### src/rtl/breathing_led_pwm_top_defines.svh
// Assertion helpers for the top module, which checks its own logic.
// Both macros sample on the rising edge of clk and are disabled while rst_n is low.
`ifndef BREATHING_LED_PWM_TOP_DEFINES_SVH
`define BREATHING_LED_PWM_TOP_DEFINES_SVH

// The consequent holds in the same cycle as the antecedent.
`define BLPWM_ASSERT_IMPLIES(label, ante, cons) \
    label: assert property (@(posedge clk) disable iff (!rst_n) (ante) |-> (cons)) \
        else $error("blpwm same-cycle check failed");

// The consequent holds in the cycle after the antecedent.
`define BLPWM_ASSERT_NEXT(label, ante, cons) \
    label: assert property (@(posedge clk) disable iff (!rst_n) (ante) |=> (cons)) \
        else $error("blpwm next-cycle check failed");

`endif

### src/rtl/blpwm_pkg.sv
package blpwm_pkg;

    localparam int unsigned DATA_W    = 8;
    localparam int unsigned CFG_IDX_W = 2;

    localparam logic [CFG_IDX_W-1:0] CFG_IDX_PERIOD        = 2'd0;
    localparam logic [CFG_IDX_W-1:0] CFG_IDX_RAMP_PRESCALE = 2'd1;
    localparam logic [CFG_IDX_W-1:0] CFG_IDX_HOLD_RELOAD   = 2'd2;

    localparam logic [DATA_W-1:0] PERIOD_RESET        = 8'd20;
    localparam logic [DATA_W-1:0] RAMP_PRESCALE_RESET = 8'd60;
    localparam logic [DATA_W-1:0] HOLD_RELOAD_RESET   = 8'd30;

    localparam logic [DATA_W-1:0] DUTY_RESET = 8'd20;
    localparam logic [DATA_W-1:0] HOLD_RESET = 8'd10;

    typedef struct packed {
        logic [DATA_W-1:0] period;
        logic [DATA_W-1:0] ramp_prescale;
        logic [DATA_W-1:0] hold_reload;
    } cfg_t;

    typedef struct packed {
        logic              pin_level;
        logic [DATA_W-1:0] duty_now;
        logic              rising;
    } res_t;

endpackage

### src/rtl/breathing_led_pwm_top.sv
// Channel  | Handshake            | Payload
// ---------+----------------------+----------------------------------
// input    | in_valid / in_ready  | pwm_tick, ramp_tick
// output   | out_valid / out_ready| pin_level, duty_now, rising
// config   | cfg_we (no wait)     | cfg_index, cfg_data
//
// One item is taken per cycle while in_ready is high.
// The tick stage register feeds the state update, which writes the result register.
// Reset loads the default register values and the initial ramp state.
// A stalled result holds in the result register while one more item waits in the tick stage.
// in_ready drops only when both stages are full and out_ready is low.
`include "breathing_led_pwm_top_defines.svh"

module breathing_led_pwm_top (
    input  logic                                clk,
    input  logic                                rst_n,
    input  logic                                in_valid,
    output logic                                in_ready,
    input  logic                                pwm_tick,
    input  logic                                ramp_tick,
    output logic                                out_valid,
    input  logic                                out_ready,
    output logic                                pin_level,
    output logic [blpwm_pkg::DATA_W-1:0]        duty_now,
    output logic                                rising,
    input  logic                                cfg_we,
    input  logic [blpwm_pkg::CFG_IDX_W-1:0]     cfg_index,
    input  logic [blpwm_pkg::DATA_W-1:0]        cfg_data
);
    import blpwm_pkg::*;

    cfg_t cfg;
    res_t core_res;

    logic s1_valid_reg, s1_valid_next;
    logic pwm_tick_reg, pwm_tick_next;
    logic ramp_tick_reg, ramp_tick_next;
    logic out_valid_reg, out_valid_next;
    res_t res_reg, res_next;

    logic s1_adv;
    logic in_xfer;

    blpwm_cfg u_cfg (
        .clk       (clk),
        .rst_n     (rst_n),
        .cfg_we    (cfg_we),
        .cfg_index (cfg_index),
        .cfg_data  (cfg_data),
        .cfg       (cfg)
    );

    blpwm_core u_core (
        .clk       (clk),
        .rst_n     (rst_n),
        .step_en   (s1_adv),
        .pwm_tick  (pwm_tick_reg),
        .ramp_tick (ramp_tick_reg),
        .cfg       (cfg),
        .res       (core_res)
    );

    assign s1_adv   = s1_valid_reg && (!out_valid_reg || out_ready);
    assign in_ready = !s1_valid_reg || s1_adv;
    assign in_xfer  = in_valid && in_ready;

    always_comb
    begin
        s1_valid_next  = s1_valid_reg;
        pwm_tick_next  = pwm_tick_reg;
        ramp_tick_next = ramp_tick_reg;
        if (in_xfer)
        begin
            s1_valid_next  = 1'b1;
            pwm_tick_next  = pwm_tick;
            ramp_tick_next = ramp_tick;
        end
        else if (s1_adv)
        begin
            s1_valid_next = 1'b0;
        end

        out_valid_next = out_valid_reg;
        res_next       = res_reg;
        if (s1_adv)
        begin
            out_valid_next = 1'b1;
            res_next       = core_res;
        end
        else if (out_ready)
        begin
            out_valid_next = 1'b0;
        end
    end

    always_ff @(posedge clk or negedge rst_n)
    begin
        if (!rst_n)
        begin
            s1_valid_reg  <= 1'b0;
            out_valid_reg <= 1'b0;
        end
        else
        begin
            s1_valid_reg  <= s1_valid_next;
            out_valid_reg <= out_valid_next;
        end
    end

    always_ff @(posedge clk)
    begin
        pwm_tick_reg  <= pwm_tick_next;
        ramp_tick_reg <= ramp_tick_next;
        res_reg       <= res_next;
    end

    assign out_valid = out_valid_reg;
    assign pin_level = res_reg.pin_level;
    assign duty_now  = res_reg.duty_now;
    assign rising    = res_reg.rising;

    `BLPWM_ASSERT_IMPLIES(a_ready_when_out_empty, !out_valid_reg, in_ready)
    `BLPWM_ASSERT_NEXT(a_stage_holds_on_stall, s1_valid_reg && !s1_adv, s1_valid_reg)
    `BLPWM_ASSERT_NEXT(a_result_holds_unless_loaded, out_valid_reg && !s1_adv, $stable(res_reg))

endmodule

### src/rtl/blpwm_cfg.sv
module blpwm_cfg (
    input  logic                                   clk,
    input  logic                                   rst_n,
    input  logic                                   cfg_we,
    input  logic [blpwm_pkg::CFG_IDX_W-1:0]        cfg_index,
    input  logic [blpwm_pkg::DATA_W-1:0]           cfg_data,
    output blpwm_pkg::cfg_t                        cfg
);
    import blpwm_pkg::*;

    cfg_t cfg_reg;
    cfg_t cfg_next;

    always_comb
    begin
        cfg_next = cfg_reg;
        if (cfg_we)
        begin
            unique case (cfg_index)
                CFG_IDX_PERIOD:        cfg_next.period        = cfg_data;
                CFG_IDX_RAMP_PRESCALE: cfg_next.ramp_prescale = cfg_data;
                CFG_IDX_HOLD_RELOAD:   cfg_next.hold_reload   = cfg_data;
                default:               cfg_next = cfg_reg;
            endcase
        end
    end

    always_ff @(posedge clk or negedge rst_n)
    begin
        if (!rst_n)
        begin
            cfg_reg.period        <= PERIOD_RESET;
            cfg_reg.ramp_prescale <= RAMP_PRESCALE_RESET;
            cfg_reg.hold_reload   <= HOLD_RELOAD_RESET;
        end
        else
        begin
            cfg_reg <= cfg_next;
        end
    end

    assign cfg = cfg_reg;

endmodule

### src/rtl/blpwm_core.sv
module blpwm_core (
    input  logic             clk,
    input  logic             rst_n,
    input  logic             step_en,
    input  logic             pwm_tick,
    input  logic             ramp_tick,
    input  blpwm_pkg::cfg_t  cfg,
    output blpwm_pkg::res_t  res
);
    import blpwm_pkg::*;

    logic [DATA_W-1:0] pwm_count_reg, pwm_count_next;
    logic              pin_reg, pin_next;
    logic [DATA_W-1:0] duty_reg, duty_next;
    logic              dir_up_reg, dir_up_next;
    logic [DATA_W-1:0] up_pre_reg, up_pre_next;
    logic [DATA_W-1:0] down_pre_reg, down_pre_next;
    logic [DATA_W-1:0] hold_reg, hold_next;

    always_comb
    begin
        pwm_count_next = pwm_count_reg;
        pin_next       = pin_reg;
        duty_next      = duty_reg;
        dir_up_next    = dir_up_reg;
        up_pre_next    = up_pre_reg;
        down_pre_next  = down_pre_reg;
        hold_next      = hold_reg;

        // The PWM step compares against the duty held before this tick.
        if (step_en && pwm_tick)
        begin
            if (pwm_count_reg >= cfg.period)
            begin
                pin_next       = 1'b0;
                pwm_count_next = '0;
            end
            else
            begin
                if (pwm_count_reg == duty_reg)
                begin
                    pin_next = 1'b1;
                end
                pwm_count_next = pwm_count_reg + 8'd1;
            end
        end

        if (step_en && ramp_tick)
        begin
            if (dir_up_reg)
            begin
                if (up_pre_reg >= cfg.ramp_prescale)
                begin
                    up_pre_next = '0;
                    if (duty_reg < cfg.period)
                    begin
                        duty_next = duty_reg + 8'd1;
                    end
                    else if (hold_reg != '0)
                    begin
                        duty_next = cfg.period;
                        hold_next = hold_reg - 8'd1;
                    end
                    else
                    begin
                        dir_up_next = 1'b0;
                        hold_next   = cfg.hold_reload;
                    end
                end
                else
                begin
                    up_pre_next = up_pre_reg + 8'd1;
                end
            end
            else
            begin
                if (down_pre_reg >= cfg.ramp_prescale)
                begin
                    down_pre_next = '0;
                    if (duty_reg != '0)
                    begin
                        duty_next = duty_reg - 8'd1;
                    end
                    else if (hold_reg != '0)
                    begin
                        duty_next = '0;
                        hold_next = hold_reg - 8'd1;
                    end
                    else
                    begin
                        dir_up_next = 1'b1;
                        hold_next   = cfg.hold_reload;
                    end
                end
                else
                begin
                    down_pre_next = down_pre_reg + 8'd1;
                end
            end
        end
    end

    always_ff @(posedge clk or negedge rst_n)
    begin
        if (!rst_n)
        begin
            pwm_count_reg <= '0;
            pin_reg       <= 1'b0;
            duty_reg      <= DUTY_RESET;
            dir_up_reg    <= 1'b0;
            up_pre_reg    <= '0;
            down_pre_reg  <= '0;
            hold_reg      <= HOLD_RESET;
        end
        else
        begin
            pwm_count_reg <= pwm_count_next;
            pin_reg       <= pin_next;
            duty_reg      <= duty_next;
            dir_up_reg    <= dir_up_next;
            up_pre_reg    <= up_pre_next;
            down_pre_reg  <= down_pre_next;
            hold_reg      <= hold_next;
        end
    end

    always_comb
    begin
        res.pin_level = pin_next;
        res.duty_now  = duty_next;
        res.rising    = dir_up_next;
    end

endmodule

### config.mk
export PLATFORM = sky130hd
export DESIGN_NAME = breathing_led_pwm_top
export DESIGN_NICKNAME = d
export VERILOG_FILES = /design/src/rtl/blpwm_pkg.sv /design/src/rtl/breathing_led_pwm_top.sv /design/src/rtl/blpwm_cfg.sv /design/src/rtl/blpwm_core.sv
export VERILOG_INCLUDE_DIRS = /design/src /design/src/rtl
export SDC_FILE = /design/constraint.sdc
export NUM_CORES = 1
export LEC_CHECK = 0
export BUFFER_PORTS_ARGS = -buffer_cell sky130_fd_sc_hd__buf_2
export CORE_MARGIN = 4
export CORE_UTILIZATION = 31
export DETAILED_ROUTE_END_ITERATION = 12
export PLACE_DENSITY_LB_ADDON = 0.12
export SLEW_MARGIN = 15
export SYNTH_ARGS = -nofsm -noshare
export SYNTH_HDL_FRONTEND = slang
export SYNTH_HIERARCHICAL = 1
export SYNTH_SLANG_ARGS = --single-unit
### constraint.sdc
create_clock -name clk -period 7.7 [get_ports clk]
set_input_delay 1.54 -clock clk [delete_from_list [all_inputs] [get_ports clk]]
set_output_delay 1.54 -clock clk [all_outputs]
set_load 0.03 [all_outputs]
Word-level counts from Yosys, hierarchy flattened
Cells that the tools add are included.
{"block": "op_classes", "reduce_logical": 20, "n_lt_le_gt_ge": 4, "eq_ne": 6, "addsub": 6, "n_bitwise": 1, "muxes": 32}
{"op": "8-bit two-way mux", "count": 17}
{"op": "8-bit by 1-bit adder with 8-bit output, second input constant", "count": 4}
{"op": "8-bit greater-or-equal comparator", "count": 3}
{"op": "8-bit nonzero test", "count": 2}
{"op": "8-bit by 1-bit subtractor with 8-bit output, second input constant", "count": 2}
{"op": "1-bit two-way mux", "count": 15}
{"op": "2-bit AND reduction", "count": 5}
{"op": "8-bit equality test", "count": 1}
{"op": "8-bit less-than comparator", "count": 1}
{"op": "2-bit nonzero test", "count": 3}
{"op": "5-bit AND reduction", "count": 1}
{"op": "1-bit logical AND", "count": 4}
{"op": "2-bit inequality test, second input constant", "count": 2}
{"op": "2-bit by 1-bit equality test with 1-bit output, second input constant", "count": 1}
{"op": "2-bit equality test, second input constant", "count": 1}
{"op": "1-bit zero test", "count": 2}
{"op": "2-bit zero test", "count": 1}
{"op": "1-bit logical OR", "count": 2}
{"op": "2-bit by 1-bit inequality test with 1-bit output, second input constant", "count": 1}
{"op": "1-bit inverter", "count": 1}
{"block": "totals", "ff_bits": 80, "wordCells": 86}

Logic depth before layout (Yosys ltp)
{"block": "logic_depth", "word_depth": 6, "ltp_mapped": 10, "mapped_depth_nobuf": 8}

Modules after synthesis
Netlist, hierarchy kept.
{"mod": "blpwm_core", "cells_per_inst": 420, "instances": 1, "area_per_inst_um2": 3604.7, "seq_area_each_um2": 1056.0}
{"mod": "blpwm_cfg", "cells_per_inst": 51, "instances": 1, "area_per_inst_um2": 924.6, "seq_area_each_um2": 613.1}
{"mod": "breathing_led_pwm_top", "cells_per_inst": 20, "instances": 1, "area_per_inst_um2": 464.2, "seq_area_each_um2": 410.4}

Worst setup path after synthesis
Ideal clock, no wire load.
{"block": "synth_path", "path_kind": "input-to-reg", "startpoint": "in out_ready", "endpoint": "reg u_core.hold_reg[4]", "stages": 9, "setup_ns": 0.128, "required_time_ns": 7.572, "path_slack_ns": 3.994, "arrival_time_ns": 3.578, "n_path_buf": 1, "cell_sequence": "nand2b_1 -> and2_1 -> nand2_1 -> nor2_1 -> and2_2 -> and3_1 -> buf_2 -> o211ai_1 -> mux2_1"}
{"block": "synth_via", "elab_chain_cells": 4}
{"element": "from (decl)", "line_no": "breathing_led_pwm_top.sv:22", "rtl": "input logic out_ready,"}
{"element": "1-bit logical OR", "line_no": "breathing_led_pwm_top.sv:63", "rtl": "assign s1_adv = s1_valid_reg && (!out_valid_reg || out_ready);"}
{"element": "1-bit logical AND", "line_no": "breathing_led_pwm_top.sv:63"}
{"element": "1-bit logical AND", "line_no": "blpwm_core.sv:48", "rtl": "if (step_en && ramp_tick)"}
{"element": "5-bit AND reduction (no source line)"}
{"element": "to (signal assigned)", "line_no": "blpwm_core.sv:123", "rtl": "hold_reg <= hold_next;"}
{"element": "to (decl)", "line_no": "blpwm_core.sv:18", "rtl": "logic [DATA_W-1:0] hold_reg, hold_next;"}
No other way between the ends.
A chain may end at the register's enable or synchronous reset.

Worst setup path in the final report
Ends and elaborated chain as after synthesis.

==> flow_summary_export.csv <==
group,metric,value,unit
critical_path,reg2regPathDepth,8,
clock_network,cts.clk_slew.worst_paths,0.06,ns
synth,ys_seq_elements,80,
run_status,status,"completed",
synth,yosysSeqAreaShare,41.6,%
drt,drcViolationCount,0,
cells_and_area,syn_to_final_growth,12.5,%
clock_network,insertion_delay,0.35,ns
critical_path,critPathLaunch,"out_ready",
clock_network,postCtsResizedCells,0,
synth,yosysMostFrequentCell,"dfrtp_1",
critical_path,critPathKind,"in -> reg",
sta,fmax,0.243,GHz
sta,finClkSkew,0.00834,ns
critical_path,r2r_start,"out_valid",
pwr,p_leak,2.41,nW
cells_and_area,regArea,0.00208,mm²
die,die_area,0.0182,mm²
critical_path,start_kind,"input pin",
die,die_y,135,µm
drt,route.detailed.wl_per_inst,17.6,µm
cells_and_area,num-nets-final,567,
clock_network,tritoncts,"built",
cells_and_area,multi_input_area,0.00267,mm²
drt,viasPerCell,5.23,
global_routing,grt_pass1_vias,3805,
synth,synth_fp_nets,546,
cells_and_area,fillers,1616,
hold_path,hold_path.class,"reg -> reg",
placed_design,gp_congestion,0.787,
critical_path,crit_fanout,15,
cells_and_area,fin_util,35.5,%
clock_network,h-tree-depth,3,
clock_network,cts_setup_buffers,0,
sta,whs,0.501,ns
hold_path,min_path_cells,2,
cells_and_area,largest_reg_flops,24,
sta,min_period,4.11,ns
pwr,p_per_area,264,mW/mm²
global_routing,antenna_found_initial,0,
placed_design,pre_cts_ws,3.19,ns
sta,tightestPinTransition,0.919,ns
sta,slew_violations,0,
synth,syn_area_per_cell,10.2,µm²
hold_path,min_to,"u_core/hold_reg[1]",
synth,yosysWarningCount,6,
synth,synth_area_leaders,"dfrtp_1 27%, ha_1 9.5%, dfstp_2 7.4%",
clock_network,cts_buffer_depth,2,
global_routing,grt_usage,14.9,%
die,core-area,0.0158,mm²
sta,min_period_over_period,53.4,%
global_routing,grt-ovfl-total,0,
critical_path,r2r_slack,4.46,ns
cells_and_area,stdcell_area,0.00562,mm²
critical_path,worstPathArrival,4.35,ns
synth,synth_cells,491,
hold_path,holdCritStartpoint,"u_core/hold_reg[1]",
die,num_io_pins,29,
sta,setup_viol,0,
clock_network,numCtsBuffers,9,
sta,setup_ws,3.59,ns
sta,setup_tns,0,ns
critical_path,timing.rr.end,"u_core/hold_reg[4]",
pwr,ir_drop,0.119,mV
synth,async_flop_share,85.0,%
clock_network,cts-hold-fix-buffers,0,
die,row_count,46,
die,floorplan.initialDensity,31.5,%
drt,first_pass_iters,4,
sta,rsz0062_at_grt,"no",
global_routing,grt_max_degree,69,
critical_path,end_kind,"flop",
placed_design,port_buffers,28,
synth,synth_edf_count,12,
clock_network,clockRootBuffer,"clkbuf_16",
sta,relSlewSlack,38.7,%
drt,drt_iter0_markers,224,
die,die_w,135,µm
global_routing,grt_pass1_wl,21100,µm
synth,synth_common_cells,"54 x dfrtp_1, 38 x ha_1, 31 x inv_1, 31 x nand2_1, 29 x o21ai_0",
drt,drt_wl_total,12900,µm
synth,synth_area,0.00499,mm²
cells_and_area,drive_gt1_share,20.3,%
clock_network,cts.sinks,80,
drt,antenna_left,0,
synth,synth_flop_cell,"dfrtp_1",
critical_path,required,7.93,ns
flow_run,drv_cap,0,
placed_design,postPlaceCellArea,0.00529,mm²
placed_design,hpwlAfterDp,9390,µm
synth,synth_largest_area_cell,"dfrtp_1",
drt,via_count,3830,
sta,hold_violations,0,
synth,yosys.cell_types.count,69,
cells_and_area,n_antenna_cell,0,
synth,synth_top_area_share,27.1,%
==> final cells by class <==
cell class	count	share of cell area [%]
Timing Repair Buffer	31	2.90
Sequential cell	80	37.0
Clock buffer	9	4.01
Inverter	31	2.07
Clock inverter	7	1.72
Multi-Input combinational cell	359	47.5
Tap cell	216	4.81
==> cell families (layout without fill, tap and decap cells) <==
logic type,Yosys count,count (layout),share of synthesized area (%)
xor+xnor,17,17,2.98
fa+ha+maj,38,38,9.52
compound gates,121,121,16.3
buf+inv,52,78,5.26
mux,35,35,7.69
flops,80,80,41.6
simple gates,148,148,16.6
==> stage by stage <==
step / total power [mW] / instances
3_3_place_gp: 1.01 / 717
3_5_place_dp: 1.02 / 717
2_1_floorplan: 0.899 / 491
4_1_cts: 1.50 / 733
6_report: 1.48 / 733
5_1_grt: 1.58 / 733
==> critical path: stages <==
cell and delay (ns):
buf_2 0.09, nand2b_1 0.11, and2_1 0.55, nand2_1 0.36, nor2_1 0.52, and2_2 0.30, and3_1 0.40, o211ai_1 0.14
mux2_1 0.33
==> how the worst max path moves through the flow <==
| stage | end | slack [ns] | depth (start not counted) |
|---|---|---|---|
| after floorplan | u_core/hold_reg[4] | 3.99 | 9 |
| after global placement | u_core/hold_reg[4] | 3.33 | 9 |
| after detailed placement | u_core/hold_reg[4] | 3.19 | 9 |
| after CTS | u_core/hold_reg[4] | 3.56 | 9 |
| after global routing | u_core/hold_reg[6] | 3.33 | 9 |
| final | u_core/hold_reg[4] | 3.59 | 9 |
==> cell usage in the layout, fill, tap and decap left out, types with 4 or more instances in the layout <==
master and count:
dfrtp_1 54, ha_1 38, inv_1 31, nand2_1 31, o21ai_0 29, buf_2 28
mux2_2 26, a21oi_1 26, nand3_1 25, nor2_1 23, nand2b_1 14, dfstp_2 14
edfxtp_1 12, and3_1 11, clkbuf_16 9, xnor2_1 9, mux2i_1 8, xor2_1 8
nor3_1 7, nand4_1 7, o211ai_1 6, a21o_1 6, o22ai_1 6, nor4_1 5
o221ai_1 5, o2bb2ai_1 5, a22oi_1 5, and2_1 4, a211o_1 4, o2111ai_1 4
==> where the power goes <==
| group | switching (mW) | total (mW) | internal [mW] |
|---|---|---|---|
| clock | 0.183 | 0.467 | 0.284 |
| sequential | 0.106 | 0.615 | 0.509 |
| combinational | 0.226 | 0.397 | 0.172 |
==> routing by layer <==
metal | routed length (µm) | track usage, % | vias up
li1 | - | - | 1849
met2 | 5840 | 22.7 | 76
met5 | 0 | 0 | -
met4 | 308 | 5.83 | 0
met1 | 6250 | 20.4 | 1884
met3 | 474 | 3.65 | 21
(Power assumes the default switching activity.)
